$ cat config.mk
export PLATFORM = sky130hd
export DESIGN_NAME = tdp_ctrl_flat
export DESIGN_NICKNAME = d
export VERILOG_FILES = /design/src/design/tdp_pkg.sv /design/src/design/tdp_if.sv /design/src/design/tdp_ctrl.sv /design/src/flat_wrapper.sv
export VERILOG_INCLUDE_DIRS = /design/src /design/src/design
export SDC_FILE = /design/constraint.sdc
export NUM_CORES = 1
export LEC_CHECK = 0
export ABC_CLOCK_PERIOD_IN_PS = 10900
export BUFFER_PORTS_ARGS = -buffer_cell sky130_fd_sc_hd__buf_2
export CORE_MARGIN = 1.5
export CORE_UTILIZATION = 42
export DETAILED_ROUTE_END_ITERATION = 8
export PLACE_DENSITY = 0.66
export RECOVER_POWER = 50
export SKIP_LAST_GASP = 1
export SLEW_MARGIN = 30
export SYNTH_ARGS = -nofsm -noshare
export SYNTH_HDL_FRONTEND = slang
export SYNTH_SLANG_ARGS = --single-unit
$ cat constraint.sdc
create_clock -name clk -period 10.9 [get_ports clk]
set_clock_uncertainty 0.05 [all_clocks]
set_input_delay 2.18 -clock clk [delete_from_list [all_inputs] [get_ports clk]]
set_output_delay 2.18 -clock clk [all_outputs]
set_load 0.02 [all_outputs]
$ cat src/design/assert_macros.svh
// Assertion macros shared by the parity checker RTL.
// Depends on nothing; included by the files that assert.
`ifndef ASSERT_MACROS_SVH
`define ASSERT_MACROS_SVH

`ifndef SYNTHESIS
`define TDP_ASSERT(lbl, clk, rstn, prop) \
    lbl: assert property (@(posedge clk) disable iff (!rstn) prop) \
        else $error("assertion failed");
`define TDP_ASSERT_NEVER(lbl, clk, rstn, expr) \
    lbl: assert property (@(posedge clk) disable iff (!rstn) !(expr)) \
        else $error("forbidden condition");
`else
`define TDP_ASSERT(lbl, clk, rstn, prop)
`define TDP_ASSERT_NEVER(lbl, clk, rstn, expr)
`endif

`endif

$ cat src/design/tdp_pkg.sv
// Package for the two-dimensional parity checker: sizes, register
// indexes, cell control types and the dimension clamp. No dependencies.
package tdp_pkg;

    localparam int MAX_DIM = 32;
    localparam int IDX_W   = $clog2(MAX_DIM);
    localparam int DIM_W   = 6;
    localparam int CNT_W   = 5;
    localparam int CFG_IDX_W = 2;

    localparam logic [CFG_IDX_W-1:0] CFG_FRAME_ROWS = 2'd0;
    localparam logic [CFG_IDX_W-1:0] CFG_FRAME_COLS = 2'd1;

    localparam logic [DIM_W-1:0] DIM_RESET = 6'd9;
    localparam logic [DIM_W-1:0] DIM_MIN   = 6'd2;
    localparam logic [CNT_W-1:0] CNT_MAX   = 5'd31;

    typedef struct packed {
        logic clear;
        logic step;
        logic wrap;
        logic data_bit;
        logic row_end;
        logic capture;
    } cell_ctl_t;

    typedef struct packed {
        logic hit_par;
        logic hit_fail;
    } cell_stat_t;

    function automatic logic [IDX_W-1:0] last_index(input logic [DIM_W-1:0] dim);
        logic [DIM_W-1:0] d;
        begin
            if (dim < DIM_MIN)
                d = DIM_MIN;
            else if (dim > DIM_W'(MAX_DIM))
                d = DIM_W'(MAX_DIM);
            else
                d = dim;
            last_index = IDX_W'(d - 1'b1);
        end
    endfunction

endpackage

$ cat src/design/tdp_if.sv
// Request channel interfaces of the parity checker: received bits in,
// frame reports out. No dependencies.
interface tdp_bit_if;
    logic valid;
    logic ready;
    logic rx_bit;

    modport source (output valid, output rx_bit, input ready);
    modport sink (input valid, input rx_bit, output ready);
endinterface

interface tdp_rep_if;
    logic       valid;
    logic       ready;
    logic [4:0] bad_row_count;
    logic [4:0] bad_col_count;
    logic       single_error;
    logic [4:0] error_row;
    logic [4:0] error_col;
    logic       received_bit;
    logic       corrected_bit;

    modport source (output valid, output bad_row_count, output bad_col_count,
                    output single_error, output error_row, output error_col,
                    output received_bit, output corrected_bit, input ready);
    modport sink (input valid, input bad_row_count, input bad_col_count,
                  input single_error, input error_row, input error_col,
                  input received_bit, input corrected_bit, output ready);
endinterface

$ cat src/design/tdp_ctrl.sv
// Frame sequencer: configuration, row and column counters, parity checks,
// failure counts and the report register. Uses tdp_pkg, tdp_if, macros.
`include "assert_macros.svh"

module tdp_ctrl
    import tdp_pkg::*;
(
    input  logic                 clk,
    input  logic                 rst_n,
    input  logic                 cfg_we,
    input  logic [CFG_IDX_W-1:0] cfg_index,
    input  logic [DIM_W-1:0]     cfg_data,
    tdp_bit_if.sink              bits,
    tdp_rep_if.source            report,
    input  logic [MAX_DIM-1:0]   par_hits,
    input  logic [MAX_DIM-1:0]   fail_hits,
    output cell_ctl_t            ctl,
    output logic                 col0
);

    logic [DIM_W-1:0] rows_reg, rows_next;
    logic [DIM_W-1:0] cols_reg, cols_next;
    logic [IDX_W-1:0] row_idx_reg, row_idx_next;
    logic [IDX_W-1:0] col_idx_reg, col_idx_next;
    logic             row_par_reg, row_par_next;
    logic [IDX_W-1:0] bad_row_reg, bad_row_next;
    logic [IDX_W-1:0] bad_col_reg, bad_col_next;
    logic [CNT_W-1:0] row_fail_reg, row_fail_next;
    logic [CNT_W-1:0] col_fail_reg, col_fail_next;
    logic             rx_sel_reg, rx_sel_next;
    logic             res_valid_reg, res_valid_next;

    logic [CNT_W-1:0] rep_rows_reg, rep_cols_reg;
    logic             rep_single_reg;
    logic [CNT_W-1:0] rep_erow_reg, rep_ecol_reg;
    logic             rep_rx_reg, rep_fix_reg;

    logic [IDX_W-1:0] rows_last, cols_last;
    logic             last_row, last_col;
    logic             acc, b, cfg_hit;
    logic             row_bad, col_bad, frame_end, single;

    assign rows_last = last_index(rows_reg);
    assign cols_last = last_index(cols_reg);
    assign last_row  = row_idx_reg >= rows_last;
    assign last_col  = col_idx_reg >= cols_last;

    assign bits.ready = !res_valid_reg || report.ready;
    assign acc        = bits.valid && bits.ready;
    assign b          = bits.rx_bit;
    assign cfg_hit    = cfg_we && (cfg_index == CFG_FRAME_ROWS || cfg_index == CFG_FRAME_COLS);

    assign row_bad   = acc && !last_row && last_col && (b != row_par_reg);
    assign col_bad   = acc && last_row && !last_col && (b != (|par_hits));
    assign frame_end = acc && last_row && last_col;
    assign single    = (row_fail_reg == CNT_W'(1)) && (col_fail_reg == CNT_W'(1));

    assign ctl.clear    = cfg_hit || frame_end;
    assign ctl.step     = acc;
    assign ctl.wrap     = last_col;
    assign ctl.data_bit = acc && !last_row && !last_col;
    assign ctl.row_end  = acc && !last_row && last_col;
    assign ctl.capture  = row_bad && (row_fail_reg == '0);
    assign col0         = (col_idx_reg == '0);

    always_comb
    begin
        rows_next     = rows_reg;
        cols_next     = cols_reg;
        row_idx_next  = row_idx_reg;
        col_idx_next  = col_idx_reg;
        row_par_next  = row_par_reg;
        bad_row_next  = bad_row_reg;
        bad_col_next  = bad_col_reg;
        row_fail_next = row_fail_reg;
        col_fail_next = col_fail_reg;
        rx_sel_next   = rx_sel_reg;

        if (acc)
        begin
            if (ctl.data_bit)
                row_par_next = row_par_reg ^ b;
            if (ctl.row_end)
                row_par_next = 1'b0;
            if (row_bad)
            begin
                if (row_fail_reg == '0)
                    bad_row_next = row_idx_reg;
                if (row_fail_reg != CNT_MAX)
                    row_fail_next = row_fail_reg + 1'b1;
            end
            if (col_bad)
            begin
                if (col_fail_reg == '0)
                begin
                    bad_col_next = col_idx_reg;
                    rx_sel_next  = |fail_hits;
                end
                if (col_fail_reg != CNT_MAX)
                    col_fail_next = col_fail_reg + 1'b1;
            end
            if (last_col)
            begin
                col_idx_next = '0;
                row_idx_next = row_idx_reg + 1'b1;
            end
            else
                col_idx_next = col_idx_reg + 1'b1;
        end

        if (ctl.clear)
        begin
            row_idx_next  = '0;
            col_idx_next  = '0;
            row_par_next  = 1'b0;
            bad_row_next  = '0;
            bad_col_next  = '0;
            row_fail_next = '0;
            col_fail_next = '0;
            rx_sel_next   = 1'b0;
        end

        if (cfg_we)
        begin
            case (cfg_index)
                CFG_FRAME_ROWS: rows_next = cfg_data;
                CFG_FRAME_COLS: cols_next = cfg_data;
                default: ;
            endcase
        end

        if (frame_end)
            res_valid_next = 1'b1;
        else if (report.ready)
            res_valid_next = 1'b0;
        else
            res_valid_next = res_valid_reg;
    end

    always_ff @(posedge clk or negedge rst_n)
    begin
        if (!rst_n)
        begin
            rows_reg      <= DIM_RESET;
            cols_reg      <= DIM_RESET;
            row_idx_reg   <= '0;
            col_idx_reg   <= '0;
            row_par_reg   <= 1'b0;
            bad_row_reg   <= '0;
            bad_col_reg   <= '0;
            row_fail_reg  <= '0;
            col_fail_reg  <= '0;
            rx_sel_reg    <= 1'b0;
            res_valid_reg <= 1'b0;
        end
        else
        begin
            rows_reg      <= rows_next;
            cols_reg      <= cols_next;
            row_idx_reg   <= row_idx_next;
            col_idx_reg   <= col_idx_next;
            row_par_reg   <= row_par_next;
            bad_row_reg   <= bad_row_next;
            bad_col_reg   <= bad_col_next;
            row_fail_reg  <= row_fail_next;
            col_fail_reg  <= col_fail_next;
            rx_sel_reg    <= rx_sel_next;
            res_valid_reg <= res_valid_next;
        end
    end

    always_ff @(posedge clk)
    begin
        if (frame_end)
        begin
            rep_rows_reg   <= row_fail_reg;
            rep_cols_reg   <= col_fail_reg;
            rep_single_reg <= single;
            rep_erow_reg   <= single ? CNT_W'(bad_row_reg) : '0;
            rep_ecol_reg   <= single ? CNT_W'(bad_col_reg) : '0;
            rep_rx_reg     <= single && rx_sel_reg;
            rep_fix_reg    <= single && !rx_sel_reg;
        end
    end

    assign report.valid         = res_valid_reg;
    assign report.bad_row_count = rep_rows_reg;
    assign report.bad_col_count = rep_cols_reg;
    assign report.single_error  = rep_single_reg;
    assign report.error_row     = rep_erow_reg;
    assign report.error_col     = rep_ecol_reg;
    assign report.received_bit  = rep_rx_reg;
    assign report.corrected_bit = rep_fix_reg;

    `TDP_ASSERT(a_row_in_frame, clk, rst_n, row_idx_reg <= rows_last)
    `TDP_ASSERT(a_col_in_frame, clk, rst_n, col_idx_reg <= cols_last)
    `TDP_ASSERT_NEVER(a_col_fail_early, clk, rst_n, col_fail_reg != '0 && !last_row)
    `TDP_ASSERT(a_report_loads, clk, rst_n, frame_end |=> res_valid_reg)

endmodule

$ cat src/flat_wrapper.sv
// flat-port wrapper written by rule: the top's interface ports become plain ports
module tdp_ctrl_flat import tdp_pkg::*;
  (clk, rst_n, cfg_we, cfg_index, cfg_data, par_hits, fail_hits, ctl, col0, bits_valid, bits_rx_bit, bits_ready, report_valid, report_bad_row_count, report_bad_col_count, report_single_error, report_error_row, report_error_col, report_received_bit, report_corrected_bit, report_ready);
  tdp_bit_if bits_i ();
  tdp_rep_if report_i ();
  input  logic clk;
  input  logic rst_n;
  input  logic cfg_we;
  input  logic [CFG_IDX_W-1:0] cfg_index;
  input  logic [DIM_W-1:0] cfg_data;
  input  logic [MAX_DIM-1:0] par_hits;
  input  logic [MAX_DIM-1:0] fail_hits;
  output cell_ctl_t ctl;
  output logic col0;
  input wire logic [$bits(bits_i.valid)-1:0] bits_valid;
  input wire logic [$bits(bits_i.rx_bit)-1:0] bits_rx_bit;
  output wire logic [$bits(bits_i.ready)-1:0] bits_ready;
  output wire logic [$bits(report_i.valid)-1:0] report_valid;
  output wire logic [$bits(report_i.bad_row_count)-1:0] report_bad_row_count;
  output wire logic [$bits(report_i.bad_col_count)-1:0] report_bad_col_count;
  output wire logic [$bits(report_i.single_error)-1:0] report_single_error;
  output wire logic [$bits(report_i.error_row)-1:0] report_error_row;
  output wire logic [$bits(report_i.error_col)-1:0] report_error_col;
  output wire logic [$bits(report_i.received_bit)-1:0] report_received_bit;
  output wire logic [$bits(report_i.corrected_bit)-1:0] report_corrected_bit;
  input wire logic [$bits(report_i.ready)-1:0] report_ready;
  assign bits_i.valid = bits_valid;
  assign bits_i.rx_bit = bits_rx_bit;
  assign bits_ready = bits_i.ready;
  assign report_valid = report_i.valid;
  assign report_bad_row_count = report_i.bad_row_count;
  assign report_bad_col_count = report_i.bad_col_count;
  assign report_single_error = report_i.single_error;
  assign report_error_row = report_i.error_row;
  assign report_error_col = report_i.error_col;
  assign report_received_bit = report_i.received_bit;
  assign report_corrected_bit = report_i.corrected_bit;
  assign report_i.ready = report_ready;
  tdp_ctrl u_core (.clk(clk), .rst_n(rst_n), .cfg_we(cfg_we), .cfg_index(cfg_index), .cfg_data(cfg_data), .bits(bits_i), .report(report_i), .par_hits(par_hits), .fail_hits(fail_hits), .ctl(ctl), .col0(col0));
endmodule
==> results.toml, run 1 <==
[timing]
report.final.hold_viol_count = 0
worst_pin_slew_ns = 2.44
setup_repair_after_global_routing_missed_its_margin = "no"
finalWorstPathRequiredPeriod_ns = 6.22
timing.setup.tns_ns = 0
fin_crit_sh_pct = 57.0
fmax_mhz = 161
setup_ws_ns = 4.68
setup_viol = 0
slew_violations = 46
slew_headroom_pct = -62.4

[die]
floorplan.die_area_um2 = 9170
floorplan.initialDensity_pct = 43.8
dieWidth_um = 95.8
ios = 110
placeableCoreArea_um2 = 8260
fp-row-count = 33
floorplan.die.height_um = 95.8

[worst_setup_path]
worstPathArrival_ns = 3.99
r2r-end = "u_core.col_fail_reg[1]$_DFFE_PN0P_"
critPathTopFamily = "buffers and inverters"
regToRegStartpoint = "u_core.rows_reg[2]$_DFFE_PN0P_"
crit_path_start_kind = "input pin"
required_ns = 8.67
reg2regPathDepth = 14
worst-setup-path-type = "in -> out"
worstPathBufferInverterCount = 3
timing.critical_path.mode_cell = "buf_2"
reg2reg_slack_ns = 7.32
cp_max_stage_delay_ns = 0.58
path_cells = "buf_2 > nand2b_2 > nand2_1 > nor3_2 > a21oi_2 > inv_1 > buf_2"
critical_path.endpoint_type = "output pin"
worstPathMaxFanout = 24
slowest_stage = "inv_1"

[clock_tree]
cts_resized = 0
numClockSinks = 68
htree_num_levels = 3
cts-hold-fix-buffers = 0
cts_post_setup_buffers_inserted = 0
clk_transition_reported_paths_ns = 0.07
cts_tree = "built"
number_of_buffers_on_the_longest_clock_path = 2
cts-root-buf = "clkbuf_8"
insertion_delay_ns = 0.34
tritoncts.num_buffers = 9

[yosys]
yosys_warnings = 0
post_synth.cell_area_avg_um2 = 11.3
post-synth-top-area-cell = "dfrtp_1"
netlist_instances = 321
post_synth_num_cell_types = 52
synth_area_leaders = "dfrtp_1 28%, edfxtp_1 19%, ha_1 8.0%, mux2i_1 3.6%, mux2_2 3.4%"
synthDominantCellAreaShare_pct = 28.4
portion_of_the_post_synthesis_area_used_by_sequential_elements_pct = 50.4
synth_flop_cell = "dfrtp_1"
synth_edf_count = 23
post_synth_most_frequent_cells = "41 x dfrtp_1, 31 x nor2_1, 23 x edfxtp_1, 23 x ha_1, 16 x nor4_1"
ys_async_sr_fraction_pct = 66.2
yosys_register_bits = 68
number_of_nets_in_the_synthesized_netlist = 422
yosysMostFrequentCell = "dfrtp_1"
syn-cell-area_um2 = 3620

[power_and_ir_drop]
worst_ir_drop_vdd_mv = 0.0685
static-leakage-power_nw = 2.01
power.density_cell_area_nw_per_um2 = 149

[global_routing]
via_count_of_the_first_global_routing_pass = 2599
grt_first_pass_wirelength_mm = 12.2
antenna_found_initial = 0
grt_max_degree = 46
globalRouteOverflowTotal = 0
globalRouteTotalUtil_pct = 17.8

[final_layout]
fillers = 745
post_route_cells_drive_above_1_share_pct = 33.2
multi_input_comb_area_um2 = 1680
layout-area-overhead-vs-synth_pct = 22.6
final_net_count = 533
antenna-diode-count = 0
seqCellArea_um2 = 1820

[drt]
via_count = 2778
wl_per_cell_um = 13.7
detail_route.wirelength_mm = 7.44
detail_route.first_pass.iterations = 4
dr.first_iter.drc_count = 92
vias_per_cell = 5.13
number_of_remaining_drc_errors = 0
postRouteAntennaNets = 0

[run]
maxCapViolCount = 1

[outcome]
status = "finished with violations"
violations = "capacitance limit, slew limit"

[hold_path]
hold_depth = 2
hold_path_startpoint = "u_core.bad_row_reg[0]$_DFFE_PN0P_"
holdPathEnd = "u_core.bad_row_reg[0]$_DFFE_PN0P_"
worstHoldPathType = "reg -> reg"

[placed_design]
port_buffers = 109
dp_hpwl_mm = 5.82
dp_worst_setup_slack_ns = 4.69
place.gp.congestion = 0.830
## final cells by class
| class | instances | area share, % |
|---|---|---|
| multi-input combinational | 230 | 38.0 |
| tap | 105 | 2.96 |
| clock inverter | 5 | 1.72 |
| sequential | 68 | 41.1 |
| clock buffer | 11 | 2.96 |
| timing repair buffer | 110 | 12.2 |
| inverter | 13 | 1.10 |
## kinds of logic (layout without fill, tap and decap cells)
group,Yosys count,in the layout,share of synthesized area (%)
AOI/OAI and AO/OA,41,41,8.62
xor gates and xnor gates,10,10,2.42
adders and majority gates,23,23,7.96
buffers and inverters,23,139,3.08
DFF,68,68,50.4
muxes,24,24,7.02
and+or+nand+nor,132,132,20.5
## through the flow
stage	hold WS (ns)	total power [mW]	area, um2	cells	utilization, %
2_1_floorplan	0.421	0.401	3620	321	-
3_3_place_gp	0.441	0.442	4240	526	51.3
3_5_place_dp	0.447	0.447	4250	526	51.4
4_1_cts	0.465	0.668	4460	542	54.0
5_1_grt	0.485	0.699	4430	542	53.7
6_report	0.462	0.658	4430	542	53.7
## worst max path at each step
stage | start | to | slack (ns) | depth (start not counted)
global placement | report_ready | ctl[5] | 4.75 | 7
floorplan | report_ready | ctl[0] | 5.16 | 5
detailed placement | report_ready | ctl[5] | 4.69 | 7
CTS | report_ready | ctl[5] | 4.68 | 7
finish | report_ready | ctl[5] | 4.68 | 7
global route | report_ready | ctl[5] | 4.43 | 7
## power by group
group          switching [mW]  leakage, nW  total, mW  internal [mW]
combinational          0.0758         1.10      0.138         0.0622
sequential             0.0206        0.807      0.302          0.281
clock                  0.0907        0.101      0.218          0.128
total                   0.187         2.01      0.658          0.471
## placed cells by master (no fill, tap or decap), types with 9 or more instances in the layout
cell type  count
nor2_1        30
mux2i_1       13
nand4_1        9
buf_2        101
nor3_1        11
nand2_1       13
inv_1         13
ha_1          23
clkbuf_8       9
nor4_1        16
a21oi_1       10
edfxtp_1      23
clkbuf_1      11
mux2_2        11
dfrtp_1       41
## metal layers
layer	up-vias	global-route usage [%]	part of all wire (%)
met5	-	0	0
met4	0	6.86	0.91
met3	5	4.58	5.6
met2	85	28.9	48
met1	1287	22.6	46
li1	1401	-	-
## worst reg2reg max path, cell delays in order, from the launching register on
cell	delay, ns
dfrtp_1	0.42
nor3_1	0.31
nand2b_1	0.09
nand3_1	0.11
ha_1	0.22
nand2_1	0.07
a32o_1	0.25
a21oi_1	0.13
ha_1	0.27
a21oi_1	0.26
o21ai_2	0.23
a21oi_2	0.32
inv_1	0.39
a211o_1	0.35
nand2_1	0.07
No activity file was read; power rests on OpenSTA's default activity.
==> run 2: changes to the inputs <==
- ABC_CLOCK_PERIOD_IN_PS: 10900 -> 5640
- PLACE_DENSITY: 0.66 -> 0.69
- clock period: 10.9 -> 5.64 ns (I/O delays scaled with it)
==> results.toml, run 2 (same netlist as run 1, synthesis figures left out) <==
[outcome]
status = "finished with violations"
violations = "capacitance limit, slew limit"

[worst_setup_path]
required_ns = 4.46
worstPathArrival_ns = 3.44
slowest_stage = "dfrtp_1"
critical_path.endpoint_type = "output pin"
worst-setup-path-type = "reg -> out"
crit_path_start_kind = "flop"
cp_max_stage_delay_ns = 0.43
path_cells = "nor3_1 > nand2b_1 > nand3_1 > ha_1 > nand2_1 > a32o_1 > a21oi_1 > ha_1 > a21oi_1 > o21ai_2 > a21oi_2 > inv_1 > buf_2"
worstPathMaxFanout = 9

[drt]
number_of_remaining_drc_errors = 0
vias_per_cell = 5.21
detail_route.wirelength_mm = 8.00
dr.first_iter.drc_count = 110
route.met2.wl_mm = 3.86
via_count = 2830
detail_route.first_pass.iterations = 5
postRouteAntennaNets = 0
dr_wl_met3_um = 384
wl_per_cell_um = 14.7
highest-signal-layer = "met4"
wl_met1_mm = 3.67

[clock_tree]
htree_num_levels = 3
number_of_buffers_on_the_longest_clock_path = 2
insertion_delay_ns = 0.35
tritoncts.num_buffers = 9
cts-root-buf = "clkbuf_8"
cts_resized = 0
cts_tree = "built"
cts_post_setup_buffers_inserted = 0
numClockSinks = 68
cts-hold-fix-buffers = 0
clk_transition_reported_paths_ns = 0.08

[die]
fp-row-count = 33
floorplan.initialDensity_pct = 43.8
floorplan.die_area_um2 = 9170
dieWidth_um = 95.8
floorplan.die.height_um = 95.8
ios = 110
placeableCoreArea_um2 = 8260

[final_layout]
layout-area-overhead-vs-synth_pct = 22.7
mostFrequentLayoutCell = "buf_2"
post_route_cells_drive_above_1_share_pct = 34.0
layout.core_utilization_pct = 53.7
layout_common_cells = "99 x buf_2, 41 x dfrtp_1, 30 x nor2_1"
fillers = 765
stdcell_area_um2 = 4440
antenna-diode-count = 0
stdcell_count = 543
final_net_count = 534

[placed_design]
dp_hpwl_mm = 6.11
place.gp.congestion = 0.850
numPlacedInstances = 527
port_buffers = 109
dpl-instance-area_um2 = 4260

[global_routing]
grt_first_pass_wirelength_mm = 13.6
globalRouteTotalUtil_pct = 19.6
antenna_found_initial = 0
globalRouteOverflowTotal = 0
via_count_of_the_first_global_routing_pass = 2839
grt_max_degree = 46

[power_and_ir_drop]
power.density_cell_area_nw_per_um2 = 284
static-leakage-power_nw = 2.01
fin_total_pwr_mw = 1.26
worst_ir_drop_vdd_mv = 0.202

[timing]
report.final.hold_viol_count = 0
fmax_mhz = 217
setup_viol = 0
worst_pin_slew_ns = 2.47
fin_crit_sh_pct = 81.9
timing.setup.tns_ns = 0
finalWorstPathRequiredPeriod_ns = 4.62
slew_headroom_pct = -64.4
slew_violations = 46
setup_repair_after_global_routing_missed_its_margin = "no"

[run]
maxCapViolCount = 1

[hold_path]
worstHoldPathType = "reg -> reg"
run 2: cell types whose count changed in the layout (fill, tap and decap cells not counted), sizes merged:
cell,delta
clkinvlp,-1
buf,-1
inv,+1
clkinv,+3
bufinv,-1
run 2: layout make-up:
| class | instances | area, um2 | area share, % |
|---|---|---|---|
| clock inverters | 7 | 75.1 | 1.69 |
| repair buffers | 111 | 544 | 12.3 |
| well taps | 105 | 131 | 2.96 |
| multi-input cells | 230 | 1690 | 38.1 |
| flip-flops and latches | 68 | 1820 | 41.1 |
| clock buffers | 9 | 124 | 2.79 |
| inverters | 13 | 48.8 | 1.10 |
run 2: metrics by stage:
stage                     setup WS (ns)  hold slack (ns)
final                              1.02            0.462
after global routing              0.710            0.498
after CTS                         0.997            0.467
after detailed placement           1.41            0.449
after global placement             1.59            0.443
after floorplan                    1.63            0.421
run 2: power by group:
part	leakage, nW	total, mW	internal, mW	switching [mW]
sequential	0.807	0.584	0.543	0.0409
combinational	1.10	0.272	0.122	0.150
clock	0.104	0.406	0.206	0.199
run 2: critical path, delay by kind of cell (launching register included):
kind / cells / cell delay (ns)
adders and majority gates: 2 / 0.50
DFF: 1 / 0.43
and+or+nand+nor: 4 / 0.60
AOI/OAI and AO/OA: 5 / 1.26
buffers and inverters: 2 / 0.30
run 2: path summary, 6_finish.rpt:
check | from | to | slack, ns | cells past startpoint
worst max-delay path | u_core.rows_reg[2]$_DFFE_PN0P_ | ctl[5] | 1.02 | 13
worst min-delay path | u_core.col_fail_reg[4]$_DFFE_PN0P_ | u_core.report.bad_col_count[4]$_DFFE_PP_ | 0.46 | 0
worst max register to register | u_core.rows_reg[2]$_DFFE_PN0P_ | u_core.col_fail_reg[4]$_DFFE_PN0P_ | 2.06 | 15
worst min register to register | u_core.col_fail_reg[4]$_DFFE_PN0P_ | u_core.report.bad_col_count[4]$_DFFE_PP_ | 0.46 | 0
max in group asynchronous | rst_n | u_core.bad_col_reg[3]$_DFFE_PN0P_ | 2.66 | 1
min in group asynchronous | rst_n | u_core.col_fail_reg[1]$_DFFE_PN0P_ | 1.48 | 1
run 2: metal layers:
layer,track usage (%),vias to the layer above
met3,5.21,11
li1,-,1399
met4,6.74,0
met2,31.8,77
met1,25.4,1343
met5,0,-
==> run 3: changes to the inputs <==
- ABC_CLOCK_PERIOD_IN_PS: 5640 -> 4200
- clock period: 5.64 -> 4.2 ns (I/O delays scaled with it)
==> results.toml, run 3 (same netlist as run 1, synthesis figures left out) <==
[die]
dieWidth_um = 95.8
floorplan.die.height_um = 95.8
floorplan.die_area_um2 = 9170
floorplan.initialDensity_pct = 43.8
ios = 110
fp-row-count = 33
placeableCoreArea_um2 = 8260

[drt]
number_of_remaining_drc_errors = 0
detail_route.wirelength_mm = 7.72
via_count = 2811
detail_route.first_pass.iterations = 4
vias_per_cell = 5.16
postRouteAntennaNets = 0
dr.first_iter.drc_count = 68
wl_per_cell_um = 14.2

[final_layout]
stdcell_area_um2 = 4460
layout_common_cells = "99 x buf_2, 41 x dfrtp_1, 29 x nor2_1"
layout-area-overhead-vs-synth_pct = 23.3
antenna-diode-count = 0
mostFrequentLayoutCell = "buf_2"
layout.core_utilization_pct = 54.0
post_route_cells_drive_above_1_share_pct = 35.5
final_net_count = 536

[clock_tree]
cts_tree = "built"
tritoncts.num_buffers = 9
clk_transition_reported_paths_ns = 0.07
number_of_buffers_on_the_longest_clock_path = 2
insertion_delay_ns = 0.35
htree_num_levels = 3
cts-root-buf = "clkbuf_8"
numClockSinks = 68
cts-hold-fix-buffers = 0

[worst_setup_path]
worstPathBufferInverterCount = 1
critical_path.endpoint_type = "output pin"
path_cells = "nor3_2 > nand2b_1 > nand3_1 > ha_2 > nand2_1 > a32o_1 > a21oi_1 > ha_1 > a211oi_2 > o21a_4 > or3_4 > nor3_1 > buf_2"
required_ns = 3.31
r2r-end = "u_core.col_fail_reg[3]$_DFFE_PN0P_"
worstPathArrival_ns = 3.10
critPathTopFamily = "simple AND/OR/NAND/NOR gates"
worst-setup-path-type = "reg -> out"
worstPathMaxFanout = 11
regToRegStartpoint = "u_core.cols_reg[2]$_DFFE_PN0P_"
crit_path_start = "u_core.cols_reg[2]$_DFFE_PN0P_"
cp_max_stage_delay_ns = 0.45
reg2reg_slack_ns = 0.96
reg2regPathDepth = 13
crit_path_start_kind = "flop"
endpoint = "ctl[0]"
levels_on_crit_path = 13
slowest_stage = "or3_4"

[global_routing]
globalRouteOverflowTotal = 0
grt_max_degree = 46
globalRouteTotalUtil_pct = 18.0
grt_first_pass_wirelength_mm = 12.5
antenna_found_initial = 0
via_count_of_the_first_global_routing_pass = 2717

[timing]
setup_viol = 0
fin_hold_ws_ns = 0.452
slew_headroom_pct = -63.5
report.final.hold_viol_count = 0
finalWorstPathRequiredPeriod_ns = 3.99
timing.setup.tns_ns = 0
worst_pin_slew_ns = 2.45
fmax_mhz = 251
fin_crit_sh_pct = 94.9
slew_violations = 46
setup_ws_ns = 0.214

[placed_design]
dp_worst_setup_slack_ns = 0.380
dp_hpwl_mm = 5.88
place.gp.congestion = 0.826
dpl-instance-area_um2 = 4270
port_buffers = 109

[run]
maxCapViolCount = 1

[power_and_ir_drop]
static-leakage-power_nw = 2.02
power.density_cell_area_nw_per_um2 = 368
worst_ir_drop_vdd_mv = 0.176

[outcome]
violations = "capacitance limit, slew limit"
status = "finished with violations"

[hold_path]
worstHoldPathType = "reg -> reg"
run 3: area by class of cell:
cell class,count,area [um2]
fill,751,3800
sequential,68,1820
multi-input combinational,230,1720
timing repair buffer,113,559
clock buffer,10,138
tap,105,131
inverter,13,48.8
clock inverter,6,40.0
run 3: worst min path at each step:
stage,from,end,depth (start not counted)
2_1_floorplan,u_core.col_fail_reg[3]$_DFFE_PN0P_,u_core.report.bad_col_count[3]$_DFFE_PP_,0
3_3_place_gp,u_core.col_fail_reg[1]$_DFFE_PN0P_,u_core.report.bad_col_count[1]$_DFFE_PP_,0
3_5_place_dp,u_core.col_fail_reg[1]$_DFFE_PN0P_,u_core.report.bad_col_count[1]$_DFFE_PP_,0
4_1_cts,rst_n,u_core.rows_reg[1]$_DFFE_PN0P_,1
5_1_grt,u_core.col_fail_reg[1]$_DFFE_PN0P_,u_core.report.bad_col_count[1]$_DFFE_PP_,0
6_report,u_core.col_fail_reg[1]$_DFFE_PN0P_,u_core.report.bad_col_count[1]$_DFFE_PP_,0
run 3: report_power, final:
group | internal [mW] | switching, mW | total [mW] | leakage (nW)
logic | 0.168 | 0.202 | 0.371 | 1.12
registers | 0.730 | 0.0573 | 0.787 | 0.807
clock network | 0.229 | 0.252 | 0.481 | 0.0920
total | 1.13 | 0.512 | 1.64 | 2.02
run 3: repair_timing:
item                                    in CTS  in global routing
hold endpoints to repair                     0                  0
pin swaps                                    0                  1
gates resized for setup                      1                  6
endpoints found under the setup margin       1                  4
buffers inserted                             0                  0
run 3: through the flow:
stage,std cells,power [mW]
2_1_floorplan,321,1.04
3_3_place_gp,529,1.15
3_5_place_dp,529,1.16
4_1_cts,545,1.65
5_1_grt,545,1.74
6_report,545,1.64
run 3: metal layers:
metal	wire length, um	global-route usage [%]
met5	0	0
met4	97	5.15
met3	374	5.85
met2	3620	29.5
met1	3630	22.6
